### src/rtl/sfm_pkg.sv
// ----------------------------------------------------------------------------
// sfm_pkg
// shared types and constants of the single-precision multiplier
// ----------------------------------------------------------------------------
package sfm_pkg;

    localparam int unsigned WORD_W = 32;
    localparam int unsigned EXP_W  = 8;
    localparam int unsigned FRAC_W = 23;
    localparam int unsigned HI_W   = 13;
    localparam int unsigned LO_W   = 11;
    localparam int unsigned SUM_W  = 26;
    localparam int unsigned EXP_SUM_W = 10;

    localparam logic [EXP_W-1:0] EXP_INF = 8'd255;
    localparam logic [EXP_SUM_W-1:0] BIAS_HI = 10'd126;
    localparam logic [EXP_SUM_W-1:0] BIAS_LO = 10'd127;
    localparam logic [EXP_SUM_W:0] EXP_MAX_FIN = 11'd254;

    typedef struct packed {
        logic              sign;
        logic              zero;
        logic [EXP_SUM_W-1:0] exp_sum;
    } t_side;

endpackage

### src/rtl/sfm_mul_stage.sv
// ----------------------------------------------------------------------------
// sfm_mul_stage
// stages one and two: operand split, partial products, mantissa sum
// ----------------------------------------------------------------------------
module sfm_mul_stage (
    input  logic                         i_clk,
    input  logic                         i_rst_n,
    input  logic                         i_en,
    input  logic                         i_valid,
    input  logic [sfm_pkg::WORD_W-1:0]   i_operand_a,
    input  logic [sfm_pkg::WORD_W-1:0]   i_operand_b,
    output logic                         o_valid,
    output sfm_pkg::t_side               o_side,
    output logic [sfm_pkg::SUM_W-1:0]    o_sum
);

    logic [23:0] w_ma, w_mb;
    logic                      r_v1, r_v2;
    sfm_pkg::t_side            r_side1, r_side2;
    logic [25:0]               r_hh;
    logic [23:0]               r_hl, r_lh;
    logic [sfm_pkg::SUM_W-1:0] r_sum;

    assign w_ma = {1'b1, i_operand_a[22:0]};
    assign w_mb = {1'b1, i_operand_b[22:0]};

    always_ff @(posedge i_clk) begin
        if (!i_rst_n) begin
            r_v1 <= 1'b0;
            r_v2 <= 1'b0;
        end else if (i_en) begin
            r_v1 <= i_valid;
            r_v2 <= r_v1;
        end
        if (i_en) begin
            r_side1.sign    <= i_operand_a[31] ^ i_operand_b[31];
            r_side1.zero    <= (i_operand_a[30:23] == '0) || (i_operand_b[30:23] == '0);
            r_side1.exp_sum <= {2'b00, i_operand_a[30:23]} + {2'b00, i_operand_b[30:23]};
            r_hh <= w_ma[23:11] * w_mb[23:11];
            r_hl <= w_ma[23:11] * w_mb[10:0];
            r_lh <= w_ma[10:0] * w_mb[23:11];
            r_side2 <= r_side1;
            r_sum   <= r_hh + {13'd0, r_hl[23:11]} + {13'd0, r_lh[23:11]} + 26'd2;
        end
    end

    assign o_valid = r_v2;
    assign o_side  = r_side2;
    assign o_sum   = r_sum;

endmodule

### src/rtl/sfm_pack_stage.sv
// ----------------------------------------------------------------------------
// sfm_pack_stage
// stage three: normalize, exponent range check, result packing
// ----------------------------------------------------------------------------
module sfm_pack_stage (
    input  logic                        i_clk,
    input  logic                        i_rst_n,
    input  logic                        i_en,
    input  logic                        i_valid,
    input  sfm_pkg::t_side              i_side,
    input  logic [sfm_pkg::SUM_W-1:0]   i_sum,
    output logic                        o_valid,
    output logic [sfm_pkg::WORD_W-1:0]  o_product
);

    logic                        r_valid;
    logic [sfm_pkg::WORD_W-1:0]  r_product;
    logic [sfm_pkg::FRAC_W-1:0]  w_frac;
    logic [sfm_pkg::EXP_SUM_W:0] w_e;
    logic                        w_under, w_over;
    logic [sfm_pkg::WORD_W-1:0]  n_product;

    always_comb begin
        if (i_sum[25]) begin
            w_frac = i_sum[24:2];
            w_e = {1'b0, i_side.exp_sum} - {1'b0, sfm_pkg::BIAS_HI};
        end else begin
            w_frac = i_sum[23:1];
            w_e = {1'b0, i_side.exp_sum} - {1'b0, sfm_pkg::BIAS_LO};
        end
        w_under = w_e[sfm_pkg::EXP_SUM_W] || (w_e == '0) || i_side.zero;
        w_over  = w_e > sfm_pkg::EXP_MAX_FIN;
        if (w_under) begin
            n_product = {i_side.sign, 31'd0};
        end else if (w_over) begin
            n_product = {i_side.sign, sfm_pkg::EXP_INF, 23'd0};
        end else begin
            n_product = {i_side.sign, w_e[7:0], w_frac};
        end
    end

    always_ff @(posedge i_clk) begin
        if (!i_rst_n) begin
            r_valid <= 1'b0;
        end else if (i_en) begin
            r_valid <= i_valid;
        end
        if (i_en) begin
            r_product <= n_product;
        end
    end

    assign o_valid   = r_valid;
    assign o_product = r_product;

endmodule

### src/rtl/single_float_multiplier_core.sv
// ----------------------------------------------------------------------------
// single_float_multiplier_core
// simplified single-precision multiply, truncating, flush to zero
// ----------------------------------------------------------------------------
// channel | ports                                  | direction
// in      | i_valid, o_stall, i_operand_a/b        | transaction in
// out     | o_valid, i_stall, o_product            | transaction out
//
// three register stages, one transaction per cycle while the output is not stalled
// every stage is fully pipelined, so a new transaction can enter each cycle without a stall
// synchronous active-low reset clears the valid bits only
// a stall at the output while o_valid is high freezes every stage, including each one that holds a transaction
// ----------------------------------------------------------------------------
module single_float_multiplier_core (
    input  logic        i_clk,
    input  logic        i_rst_n,
    input  logic        i_valid,
    output logic        o_stall,
    input  logic [31:0] i_operand_a,
    input  logic [31:0] i_operand_b,
    output logic        o_valid,
    input  logic        i_stall,
    output logic [31:0] o_product
);

    logic                      w_en;
    logic                      w_v2;
    sfm_pkg::t_side            w_side;
    logic [sfm_pkg::SUM_W-1:0] w_sum;

    assign w_en    = !(o_valid && i_stall);
    assign o_stall = !w_en;

    sfm_mul_stage u_mul (
        .i_clk, .i_rst_n, .i_en(w_en), .i_valid,
        .i_operand_a, .i_operand_b,
        .o_valid(w_v2), .o_side(w_side), .o_sum(w_sum)
    );

    sfm_pack_stage u_pack (
        .i_clk, .i_rst_n, .i_en(w_en), .i_valid(w_v2),
        .i_side(w_side), .i_sum(w_sum),
        .o_valid, .o_product
    );

    a_hold: assert property (@(posedge i_clk) disable iff (!i_rst_n)
        (o_valid && i_stall) |=> (o_valid && $stable(o_product)))
        else $error("held result changed");
    a_stall: assert property (@(posedge i_clk) disable iff (!i_rst_n)
        o_stall |-> (o_valid && i_stall))
        else $error("stall without blocked output");
    a_flow: assert property (@(posedge i_clk) disable iff (!i_rst_n)
        (!o_stall && i_valid) |-> ##3 (o_valid || $past(o_stall) || $past(o_stall,2)))
        else $error("transaction lost");

endmodule
### config.mk
export PLATFORM = sky130hd
export DESIGN_NAME = single_float_multiplier_core
export DESIGN_NICKNAME = d
export VERILOG_FILES = /design/src/rtl/sfm_pkg.sv /design/src/rtl/sfm_mul_stage.sv /design/src/rtl/sfm_pack_stage.sv /design/src/rtl/single_float_multiplier_core.sv
export SDC_FILE = /design/constraint.sdc
export NUM_CORES = 1
export LEC_CHECK = 0
export BUFFER_PORTS_ARGS = -buffer_cell sky130_fd_sc_hd__buf_2
export CORE_ASPECT_RATIO = 1.75
export CORE_MARGIN = 2
export CORE_UTILIZATION = 38
export CTS_CLUSTER_DIAMETER = 100
export DETAILED_ROUTE_END_ITERATION = 6
export PLACE_DENSITY_LB_ADDON = 0.3
export SETUP_SLACK_MARGIN = 0.02
export SYNTH_ARGS = -nofsm -noshare
export SYNTH_HDL_FRONTEND = slang
export SYNTH_SLANG_ARGS = --single-unit
### constraint.sdc
create_clock -name i_clk -period 10 [get_ports i_clk]
set_input_delay 1 -clock i_clk [delete_from_list [all_inputs] [get_ports i_clk]]
set_output_delay 1 -clock i_clk [all_outputs]
set_load 0.02 [all_outputs]
# == Word-level counts from Yosys, hierarchy flattened ==
# Cells that the tools add are included.
# totals
out_inout_bits,34
inputBits,68
word_cells,38
ff_bits,159
# op_classes
n_addsub,6
multipliers,3
bitwise_logic,1
n_lt_le_gt_ge,1
mux,3
reduce_logical,8
# ops
cell,count
26-bit by 13-bit adder with 26-bit output,2
31-bit 2-to-1 mux,1
"26-bit by 2-bit adder with 26-bit output, second input constant",1
13-bit by 13-bit multiplier with 26-bit output,1
11-bit by 13-bit multiplier with 24-bit output,1
13-bit by 11-bit multiplier with 24-bit output,1
23-bit 2-to-1 mux,1
"10-bit by 7-bit subtractor with 11-bit output, second input constant",2
8-bit logical NOT,2
"11-bit by 8-bit > comparator with 1-bit output, second input constant",1
11-bit logical NOT,1
11-bit 2-to-1 mux,1
8-bit by 8-bit adder with 9-bit output,1
1-bit logical OR,3
2-bit OR reduction,1
1-bit logical AND,1
1-bit XOR,1

# == Depth between registers and ports, before layout ==
# Gate-level depths: netlist (run 1).
# depth
depth_word,6
ltp_mapped,22
ltp_nobuf,20

# == Cells and area by module ==
# Synthesis (run 1) repeated with hierarchy kept, for this count alone.
# hier_totals
cells_unflattened,2097
area_unflattened_um2,20573.5
# by_module_without_submodules
module,seq_area_each_um2,n_inst,area_per_inst_um2,cells_per_inst
sfm_mul_stage,3042.9,1,18571.6,1941
sfm_pack_stage,980.9,1,1991.9,154
single_float_multiplier_core,0.0,1,10.0,2

# == Least setup slack after synthesis (run 1) ==
# No wires, ideal clock.
# synth_timing
path_kind,input to register
startpoint,input i_operand_a[18]
endpoint,"register u_mul.r_hh[24], data pin"
stages,20
n_path_buf,1
arrival_time_ps,5770
slack_ps,3964
setup_time_ps,265
required_ps,9735
path_cell_list,clkbuf_1 > and2_1 > fa_1 > inv_1 > fa_1 > inv_1 > fa_1 > inv_1 > fa_1 > fa_1 > inv_1 > ha_1 > a21o_1 > nand2_1 > nand3_1 > and3_4 > a311o_2 > a31oi_4 > nor3_1 > or3_1
# synth_via
elab_chain_len,1
# synth_rtl
item,line,text
"start, declared",single_float_multiplier_core.sv:19,"input logic [31:0] i_operand_a,"
13-bit by 13-bit multiplier with 26-bit output,sfm_mul_stage.sv:39,r_hh <= w_ma[23:11] * w_mb[23:11];
"end signal, assigned",sfm_mul_stage.sv:39,
"end, declared",sfm_mul_stage.sv:20,logic [25:0] r_hh;
# Every way passes these cells.
# A chain may end at the register's enable or synchronous reset.

# == Final worst setup path (run 1) ==
# layout_timing
startpoint,input i_operand_b[15]
endpoint,"register u_mul.r_lh[23], data pin"
# layout_via
elab_chain_len,1
# layout_rtl
item,line,text
"start, declared",single_float_multiplier_core.sv:20,"input logic [31:0] i_operand_b,"
11-bit by 13-bit multiplier with 24-bit output,sfm_mul_stage.sv:41,r_lh <= w_ma[10:0] * w_mb[23:11];
"end signal, assigned",sfm_mul_stage.sv:41,
"end, declared",sfm_mul_stage.sv:21,"logic [23:0] r_hl, r_lh;"
# Every way passes these cells.

==> results of run 1 <==
## where the power goes
group	internal [mW]	switching [mW]	total, mW	leakage [nW]
clock	0.362	0.233	0.594	0.266
combinational	2.16	3.03	5.19	9.11
sequential	1.16	0.139	1.30	1.44
## worst max-delay path, cell delays in order
cell and delay, ns:
sky130_fd_sc_hd__buf_2 0.41, sky130_fd_sc_hd__inv_1 0.29, sky130_fd_sc_hd__nor2_1 0.23, sky130_fd_sc_hd__fa_1 0.43, sky130_fd_sc_hd__fa_1 0.54, sky130_fd_sc_hd__fa_1 0.46, sky130_fd_sc_hd__fa_1 0.49, sky130_fd_sc_hd__inv_1 0.05
sky130_fd_sc_hd__fa_1 0.47, sky130_fd_sc_hd__inv_1 0.04, sky130_fd_sc_hd__ha_1 0.33, sky130_fd_sc_hd__a211oi_2 0.22, sky130_fd_sc_hd__a21boi_1 0.27, sky130_fd_sc_hd__or4_1 0.15, sky130_fd_sc_hd__o211ai_1 0.13, sky130_fd_sc_hd__and2_1 0.23
sky130_fd_sc_hd__a311o_1 0.41, sky130_fd_sc_hd__a21oi_2 0.16, sky130_fd_sc_hd__xnor2_1 0.07
## metrics by stage
stage / setup slack [ns] / instances / util, % / total power [mW]
finish: 3.786 / 2791 / 41.47 / 7.079
global route: 3.437 / 2791 / 41.47 / 7.899
CTS: 3.758 / 2791 / 41.47 / 7.194
detailed placement: 3.289 / 2761 / 40.40 / 6.563
global placement: 3.393 / 2761 / 40.40 / 6.448
floorplan: 3.964 / 2060 / - / 5.148
## layout make-up
cell class / count / area, sq um / share of cell area, %
well taps: 678 / 848.3 / 3.897
clock inverters: 13 / 135.1 / 0.6207
repair buffers: 103 / 520.5 / 2.391
clock buffers: 17 / 425.4 / 1.954
multi-input cells: 1403 / 14180 / 65.16
flip-flops and latches: 134 / 3994 / 18.34
inverters: 443 / 1663 / 7.638
## synthesized netlist by cell type, drive strengths merged (2+ instances only)
cell	n
nand4	5
dlygate4sd3	2
buf	7
o211ai	9
a41oi	2
inv	443
fa	329
clkbuf	71
nor2b	6
nand2b	7
o31a	4
and4	2
nand4b	3
or3	3
xor2	23
nand3	14
mux2i	24
a21o	20
nor4	5
xnor2	58
and3	13
a31oi	7
a311o	2
o21a	10
edfxtp	131
or2	5
a211oi	3
a21oi	63
nor2	79
dfxtp	3
o21bai	7
ha	212
and2	178
o21ai	39
nor3	7
nand2	246
a21boi	3
## worst max-delay path by stage
stage | from | slack [ns] | endpoint
3_3_place_gp | i_operand_b[15] | 3.39 | u_mul.r_lh[23]
5_1_grt | i_operand_a[19] | 3.44 | u_mul.r_hh[21]
2_1_floorplan | i_operand_a[18] | 3.96 | u_mul.r_hh[24]
3_5_place_dp | i_operand_b[15] | 3.29 | u_mul.r_lh[23]
6_report | i_operand_b[15] | 3.79 | u_mul.r_lh[23]
4_1_cts | i_operand_b[15] | 3.76 | u_mul.r_lh[23]
## per-layer routing
metal | up-vias | part of all wire (%) | global-route usage [%]
li1 | 6440 | - | -
met1 | 6916 | 40 | 21.23
met2 | 306 | 54 | 34.11
met3 | 71 | 3.1 | 1.512
met4 | 0 | 2.8 | 6.372
met5 | - | 0 | 0
## logic make-up after synthesis
group | count (synthesis)
AO/OA/AOI/OAI | 178
XOR/XNOR | 81
adder cells (fa/ha/maj) | 541
buffers and inverters | 523
flip-flops | 134
multiplexers | 25
AND/OR/NAND/NOR | 578
## registers in the layout, indices dropped and copies added (netlist names)
name and count:
u_pack.o_product 32, u_mul.r_lh 13, u_mul.r_side1 11, u_mul.r_hh 26, u_mul.o_sum 25, u_mul.o_side 11
u_mul.o_valid 1, u_pack.o_valid 1, u_mul.r_v1 1, u_mul.r_hl 13
## cells in the final DEF (no fill, tap or decap), types with 7 or more instances in the layout
cell type	netlist	layout
sky130_fd_sc_hd__inv_1	443	443
sky130_fd_sc_hd__fa_1	329	329
sky130_fd_sc_hd__nand2_1	246	245
sky130_fd_sc_hd__ha_1	212	212
sky130_fd_sc_hd__and2_1	178	178
sky130_fd_sc_hd__edfxtp_1	131	131
sky130_fd_sc_hd__buf_2	2	101
sky130_fd_sc_hd__nor2_1	77	77
sky130_fd_sc_hd__a21oi_1	61	61
sky130_fd_sc_hd__xnor2_1	58	58
sky130_fd_sc_hd__o21ai_0	36	36
sky130_fd_sc_hd__mux2i_1	24	24
sky130_fd_sc_hd__xor2_1	23	23
sky130_fd_sc_hd__a21o_1	20	20
sky130_fd_sc_hd__clkbuf_16	0	17
sky130_fd_sc_hd__nand3_1	13	13
sky130_fd_sc_hd__and3_1	11	11
sky130_fd_sc_hd__o21a_1	10	10
sky130_fd_sc_hd__o211ai_1	9	9
sky130_fd_sc_hd__nor3_1	7	7
sky130_fd_sc_hd__nand2b_1	7	7
sky130_fd_sc_hd__o21bai_1	7	7
==> metrics.txt, run 1 <==
run status=finished, final reports clean; post-CTS setup buffer count=0; Routed Wire Length=between 40000 and 50000 um; XOR/XNOR share of the synthesized area=3.516%; maximum count of clock buffers along a single path=2; worst hold start=u_mul.r_side1[1]; largest cells by area after synthesis=sky130_fd_sc_hd__fa_1 (33%), sky130_fd_sc_hd__edfxtp_1 (19%), sky130_fd_sc_hd__ha_1 (13%), sky130_fd_sc_hd__inv_1 (8.2%), sky130_fd_sc_hd__and2_1 (5.5%); Nets=2711; later-pin clock latency in the skew report=0.43 ns; Final Max Tran Viols=0; WHS Path Cells=0; Die Y-Extent=308.8 um; number of clock sinks=134; number of I/O port buffers=101; final worst hold slack=roughly 0.40 ns; antenna violations before repair=0; post-synthesis net count=2669; Placeable Area=52500 sq um; die footprint=~55000 sq um; Iter 0 DRT Violations=516; Avg Vias per Cell=between 4 and 5; sink of the worst hold path=u_mul.o_side[1]; endpoint of the worst register-to-register path=u_mul.o_sum[20]; startpoint of the worst-slack reg-to-reg timing path=u_mul.r_lh[13]; post-synthesis sequential element count=134; # setup viols final=0; biggest fanout along the worst timing path=21; dominant cell type by area after synthesis=sky130_fd_sc_hd__fa_1; RSZ-0062 raised after global routing=false; Adder-Cell Fraction of Synth Area=45.78%; Ys Warns=0; Root Driver=sky130_fd_sc_hd__clkbuf_16; CTS Hold Buffers Added=0; slack of the worst reg-to-reg path=about 6.8 ns; Area growth, synth to finish=7.887%; number of unique standard cell types used by synthesis=68; remaining design rule violation count=0; final clock skew=0.01274 ns; Post-synth EDFFs=131; post-placement cell area=21210 sq um; highest clock rate=160.9 MHz; Worst Setup End Kind=flop; leakage power total=10.81 nW; number of cells upsized or downsized after cts=0; number of nets still failing antenna checks after routing=0; Crit Path Class=in2reg; data arrival at the endpoint of the critical path=6.40 ns; time the worst path needs with I/O delays and setup=6.214 ns; final-layout fill cell count=5231; number of ports placed on the die boundary=about 100; depth of the worst register-to-register path=10; CTS tree=built; maximum number of pins on one net before global-route repair=72; Global Route Usage Sum=a little under a fifth; gate count after technology mapping=roughly 2100; multiplexer share of the synthesized area=between 1 and 1.5%; proportion of netlist area held by the largest area contributor=between 30% and 40%; Design Area, Final=21770 sq um; Cell Rows=111; Synth async-reset ratio=0%; Die X-Extent=around 180 um; Starting Density=38.44%; worst hold path type=reg2reg; main flop type after synthesis=sky130_fd_sc_hd__edfxtp_1; number of diodes=0; worst slew margin relative to its limit=39.55%; global-route wire length before repair=77200 um; Max Cap Viol=0; Worst Setup Start Kind=primary input; total count of hold-check failures in the final report=0; ratio of total power to cell area=approximately 330 nW/um^2; syn_area_per_cell=9.796 sq um; share of final-layout standard cells stronger than drive strength 1=between 7 and 8%; detail-routed net length per standard cell=between 15 and 20 um; total negative slack=0 ns; synthesized-area fraction occupied by and/or/nand/nor cells=14.01%; Worst VDD drop=207.1 uV; HPWL after DPL=38500 um; worst path required time=around 10 ns; combinational family with the most area after synthesis=adder cells; sequential cell area fraction in the yosys report=19.79%; CTS clk-pin slew, worst paths=0.06 ns; CTS buffer count=17; CTS H-tree depth=4; area of the mapped netlist=just over 20000 sq um; total congestion overflow after global routing=0; vias in the first global route=15000; routability cong.=approximately 0.85; fraction of the cycle the final worst path needs=62.14%; vias after detailed routing=around 14000; Worst Tran Pin Value=around 0.9 ns; fraction of the mapped netlist area in compound gates=5.698%; Initial DRT Pass Iterations=7
Power figures use the tool's default switching activity.
==> run 2, diff against run 1 <==
ABC_AREA = 1   (was unset)
clock period = 6.25 ns   (was 10 ns; I/O delays follow)
==> run 2 against run 1 <==
Compared with the run above:
- combinational power increased by 90%
- synthesized area increased by 7.5%
- power increased by 82%
- critical path depth decreased by 1
- final area increased by 7.9%
- sequential share of layout area decreased by 1.3 points
- first-iteration DRC count increased by 59%
- via count increased by 20%
- global-route usage increased by 0.60 points
==> metrics.txt, run 2 <==
run status=finished, final reports clean; total negative slack=0 ns; CTS buffer count=17; number of nets still failing antenna checks after routing=0; Placeable Area=56260 sq um; most instantiated library cell after synthesis=sky130_fd_sc_hd__inv_1; vias after detailed routing=16420; syn_area_per_cell=slightly above 8 sq um; CTS tree=built; post-synthesis net count=3218; Worst Tran Pin Value=a little under 1 ns; time the worst path needs with I/O delays and setup=5.301 ns; Crit Path Class=in2reg; later-pin clock latency in the skew report=0.43 ns; leakage power total=about 13 nW; vias in the first global route=17990; leading cell type in the layout, fill and taps excluded=sky130_fd_sc_hd__inv_1; Die Y-Extent=320.0 um; slack of the worst reg-to-reg path=between 3 and 4 ns; proportion of netlist area held by the largest area contributor=30.37%; total count of hold-check failures in the final report=0; Post-synth top cells=sky130_fd_sc_hd__inv_1 (705), sky130_fd_sc_hd__nand2_1 (647), sky130_fd_sc_hd__fa_1 (329), sky130_fd_sc_hd__ha_1 (212), sky130_fd_sc_hd__edfxtp_1 (131); Max Cap Viol=0; routability cong.=0.8876; # setup viols final=0; dominant cell type by area after synthesis=sky130_fd_sc_hd__fa_1; multiplexer share of the synthesized area=0.9692%; number of I/O port buffers=101; number of unique standard cell types used by synthesis=38; ratio of total power to cell area=approximately 550 nW/um^2; Nets=3280; met3 GRT Util=1.913%; number of diodes=0; sequential cell area fraction in the yosys report=18.41%; CTS Hold Buffers Added=0; worst slew margin relative to its limit=35.55%; fraction of the mapped netlist area in compound gates=4.638%; Root Driver=sky130_fd_sc_hd__clkbuf_16; Routed Wire Length=52750 um; area of the mapped netlist=roughly 22000 sq um; Area growth, synth to finish=8.296%; CTS clk-pin slew, worst paths=0.06 ns; CTS H-tree depth=4; fraction of the cycle the final worst path needs=84.81%; met1 capacity usage during global routing=21.19%; Synth async-reset ratio=0%; global-route wire length before repair=87580 um; Iter 0 DRT Violations=just over 800; die footprint=59080 sq um; number of ports placed on the die boundary=102; share of final-layout standard cells stronger than drive strength 1=between 6 and 7%; busiest layer in global routing=met2; Adder-Cell Fraction of Synth Area=42.60%; post-CTS setup buffer count=0; maximum number of pins on one net before global-route repair=81; Worst Setup Start Kind=primary input; Initial DRT Pass Iterations=7; combinational family with the most area after synthesis=adder cells; antenna violations before repair=1; worst hold path type=reg2reg; maximum count of clock buffers along a single path=2; Avg Vias per Cell=4.768; Ys Warns=0; RSZ-0062 raised after global routing=false; HPWL after DPL=about 44000 um; number of clock sinks=134; post-synthesis sequential element count=134; Post-synth EDFFs=between 100 and 150; detail-routed net length per standard cell=15.32 um; XOR/XNOR share of the synthesized area=2.706%; largest cells by area after synthesis=sky130_fd_sc_hd__fa_1 (30%), sky130_fd_sc_hd__edfxtp_1 (18%), sky130_fd_sc_hd__ha_1 (12%), sky130_fd_sc_hd__inv_1 (12%), sky130_fd_sc_hd__nand2_1 (11%); data arrival at the endpoint of the critical path=5.49 ns; final worst hold slack=~0.42 ns; total congestion overflow after global routing=0; Die X-Extent=184.6 um; Global Route Usage Sum=18.70%; Worst Setup End Kind=flop; max FFs per register=32; gate count after technology mapping=about 2600; Final Max Tran Viols=0; Cell Rows=roughly 120; Starting Density=38.55%; final clock skew=approximately 0.0091 ns; main flop type after synthesis=sky130_fd_sc_hd__edfxtp_1; biggest fanout along the worst timing path=24; Worst VDD drop=roughly 320 uV; met2 Track Usage GR=36.17%; number of cells upsized or downsized after cts=0; highest clock rate=188.6 MHz; most frequent cells in the layout=sky130_fd_sc_hd__inv_1 (705), sky130_fd_sc_hd__nand2_1 (646), sky130_fd_sc_hd__fa_1 (329); remaining design rule violation count=0; worst path required time=6.44 ns; synthesized-area fraction occupied by and/or/nand/nor cells=16.97%
[run 2: logic make-up (layout without fill, tap and decap cells)]
kind of cell    Yosys count  count (layout)
xor+xnor                 67              67
flops                   134             134
fa+ha+maj               541             541
mux                      21              21
buf+inv                 781             855
simple gates            880             880
compound gates          185             185
[run 2: worst max-delay path, stage by stage]
cell and delay (ns):
sky130_fd_sc_hd__buf_2 0.50, sky130_fd_sc_hd__nand2_1 0.15, sky130_fd_sc_hd__fa_1 0.51, sky130_fd_sc_hd__inv_1 0.05, sky130_fd_sc_hd__fa_1 0.48, sky130_fd_sc_hd__fa_1 0.48, sky130_fd_sc_hd__fa_1 0.53, sky130_fd_sc_hd__inv_1 0.05
sky130_fd_sc_hd__fa_1 0.47, sky130_fd_sc_hd__inv_1 0.04, sky130_fd_sc_hd__ha_1 0.35, sky130_fd_sc_hd__nand2_1 0.12, sky130_fd_sc_hd__nor2_1 0.16, sky130_fd_sc_hd__nand4_1 0.09, sky130_fd_sc_hd__o21ai_0 0.54, sky130_fd_sc_hd__nand2_1 0.17
sky130_fd_sc_hd__nand3_1 0.11, sky130_fd_sc_hd__nand2_1 0.06
[run 2: stage by stage]
step                      util, %  setup slack, ns  instance area (sq um)  cells  total power [mW]
after floorplan                 -            1.266                  21690   2609             9.291
after global placement      40.81           0.6163                  22960   3412             11.92
after detailed placement    40.81           0.5506                  22960   3412             11.99
after CTS                   41.75            1.016                  23490   3443             12.95
after global routing        41.75           0.5977                  23490   3443             14.38
final                       41.75           0.9491                  23490   3443             12.85
[run 2: power by group]
| group | switching (mW) | internal [mW] | total (mW) |
|---|---|---|---|
| Combinational | 6.29 | 3.57 | 9.85 |
| Clock | 0.383 | 0.506 | 0.889 |
| Sequential | 0.237 | 1.87 | 2.11 |
[run 2: path summary, 6_finish.rpt]
path | startpoint | end | cells after the start
worst min-delay path | u_mul.r_side1[2] | u_mul.o_side[2] | 0
worst min register to register | u_mul.r_side1[2] | u_mul.o_side[2] | 0
worst max register to register | u_mul.r_lh[13] | u_mul.o_sum[17] | 10
worst max-delay path | i_operand_b[18] | u_mul.r_lh[17] | 18
[run 2: final cells by class]
cell class,count,area [sq um]
sequential,134,3994
inverter,706,2650
clock buffer,17,425.4
fill,5630,32770
clock inverter,14,103.9
timing repair buffer,118,633.1
tap,760,950.9
multi-input combinational,1694,14730
[run 2: per-layer routing]
metal / vias up / routed length [um]
li1: 7897 / -
met1: 8043 / 21010
met2: 398 / 28400
met3: 76 / 1901
met4: 2 / 1431
met5: - / 12
==> run 3, diff against run 2 <==
clock period = 4.35 ns   (was 6.25 ns; I/O delays follow)
==> run 3 against run 2 <==
Compared with the run above:
- the run now ends with setup timing left
- final area rose by 20%
- count of clock-buffer cells in the layout stayed put
- first-iteration DRC count down 26%
- critical path depth rose by 5
- global-route usage up 1.0 points
- die area did not move
- non-clock buffer count up 297
- clock skew is 0.0016 ns lower
- sequential cell count stayed put
- via count rose by 7.9%
- routed wire length is 8.7% higher
- critical path type unchanged
- critical endpoint is now u_mul.r_lh[23]
==> metrics.txt, run 3 (synthesis results as in run 2) <==
Crit Path Class=in2reg; maximum number of pins on one net before global-route repair=135; number of diodes=0; remaining design rule violation count=0; global-route wire length before repair=91710 um; cell with the largest stage delay on the worst path=sky130_fd_sc_hd__fa_1; most frequent cells in the layout=sky130_fd_sc_hd__inv_1 (644), sky130_fd_sc_hd__nand2_1 (560), sky130_fd_sc_hd__fa_1 (311); number of nets still failing antenna checks after routing=0; Iter 0 DRT Violations=605; Starting Density=38.55%; routability cong.=0.9229; number of ports placed on the die boundary=a little over 100; Final Max Tran Viols=0; cell class contributing the biggest share of worst-path delay=adder cells; Area growth, synth to finish=29.95%; highest clock rate=225.8 MHz; number of clock sinks=134; total count of hold-check failures in the final report=0; maximum count of clock buffers along a single path=2; Initial DRT Pass Iterations=5; RSZ-0062 raised after global routing=true; cells along the critical path=buf_12 -> buf_12 -> nand2_4 -> inv_2 -> fa_1 -> inv_1 -> fa_1 -> inv_2 -> fa_2 -> fa_1 -> inv_2 -> fa_1 -> inv_2 -> ha_4 -> nand2_4 -> buf_6 -> o21a_1 -> nor2_1 -> nor2_1 -> nand2_2 -> nand2_1 -> nand3b_1 -> nand2_1; Worst Tran Pin Value=0.9999 ns; die footprint=59080 sq um; worst hold path type=in2reg; biggest fanout along the worst timing path=5; CTS tree=built; area of the multi-input gates=16260 sq um; CTS buffer count=17; Placeable Area=56260 sq um; violations in the final reports=setup timing; total area of sequential cells=3994 sq um; number of I/O port buffers=between 100 and 150; CTS clk-pin slew, worst paths=around 0.060 ns; Root Driver=sky130_fd_sc_hd__clkbuf_16; worst slew margin relative to its limit=33.34%; Routed Wire Length=about 57000 um; vias in the first global route=19450; antenna violations before repair=1; later-pin clock latency in the skew report=0.43 ns; detail-routed net length per standard cell=15.33 um; post-placement cell area=25440 sq um; data arrival at the endpoint of the critical path=4.62 ns; Cell Rows=115; Die Y-Extent=320.0 um; Max Cap Viol=0; Die X-Extent=184.6 um; max FFs per register=32; leading cell type in the layout, fill and taps excluded=sky130_fd_sc_hd__inv_1; delay of the slowest cell on the worst path=between 0.5 and 0.6 ns; Nets=3577; smallest setup slack after layout=-0.07838 ns; crit path buf inv count=8; final clock skew=0.007571 ns; Worst Setup End Kind=flop; share of final-layout standard cells stronger than drive strength 1=26.23%; Design Area, Final=28180 sq um; final-layout fill cell count=5175; CTS H-tree depth=4; Global Route Usage Sum=19.74%; Worst Setup Start Kind=primary input; time the worst path needs with I/O delays and setup=4.428 ns; total congestion overflow after global routing=0; fraction of the cycle the final worst path needs=101.8%; run status=finished with violations; # setup viols final=21; vias after detailed routing=17710; HPWL after DPL=46980 um; Avg Vias per Cell=4.734; worst path required time=4.54 ns
-- run 3: cell types whose count changed in the layout (fill, tap and decap cells not counted), moves of 29 or more --
cell                      previous run  this run
sky130_fd_sc_hd__buf_2             101        66
sky130_fd_sc_hd__nand2_4             2        31
sky130_fd_sc_hd__ha_4                0        29
sky130_fd_sc_hd__inv_1             705       644
sky130_fd_sc_hd__buf_6               0        31
sky130_fd_sc_hd__ha_1              212       182
sky130_fd_sc_hd__buf_12              0        29
sky130_fd_sc_hd__nand2_1           646       560
sky130_fd_sc_hd__a21oi_1            95        61
sky130_fd_sc_hd__inv_2               1        60
sky130_fd_sc_hd__buf_4              17       261
sky130_fd_sc_hd__nand2_2             4        56
-- run 3: area by class of cell --
class	count	area share [%]
clock buffer	17	1.509
tap	760	3.374
timing repair buffer	415	13.32
clock inverter	15	0.5150
multi-input combinational	1694	57.69
sequential	134	14.17
inverter	706	9.421
-- run 3: metal layers --
layer / GRT usage (%) / share of wire (%) / up-vias
li1: - / - / 8524
met1: 18.69 / 34 / 8660
met2: 40.17 / 57 / 371
met3: 2.528 / 3.2 / 152
met4: 9.796 / 5.4 / 2
met5: 0 / 0.023 / -
-- run 3: tightest hold or removal path: cells and delay by family --
family                 cells  cell delay [ns]
and+or+nand+nor            2             0.13
buffers and inverters      1             0.07
-- run 3: worst paths after layout --
kind | slack, ns | from | end | cells past startpoint
setup / recovery | -0.08 | i_operand_b[16] | u_mul.r_lh[23] | 23
hold / removal | 0.25 | i_valid | u_mul.r_v1 | 3
setup reg to reg | 1.64 | u_mul.r_lh[13] | u_mul.o_sum[24] | 11
hold reg to reg | 0.42 | u_mul.r_side1[2] | u_mul.o_side[2] | 0
-- run 3: repair_timing --
item,in CTS,in global routing
gates resized for setup,171,246
hold buffers,0,0
endpoints found under the setup margin,41,41
gates cloned,5,4
pin swaps,86,155
setup buffers,29,31
-- run 3: metrics by stage --
step	worst slack (ns)	hold WS [ns]	util [%]	TNS (ns)	std cells
4_1_cts	-0.05394	0.2264	47.91	-0.1470	3710
5_1_grt	-0.2517	0.2416	50.09	-4.620	3741
2_1_floorplan	-0.1604	0.4003	-	-2.291	2609
6_report	-0.07838	0.2491	50.09	-0.7294	3741
3_5_place_dp	-0.7874	0.4059	45.23	-28.15	3645
3_3_place_gp	-0.7244	0.4045	45.23	-25.36	3645
Power of run 3 is left out: the tool's default activity adds up to more than one toggle a clock period on the data nets, which glitch-free logic cannot reach.
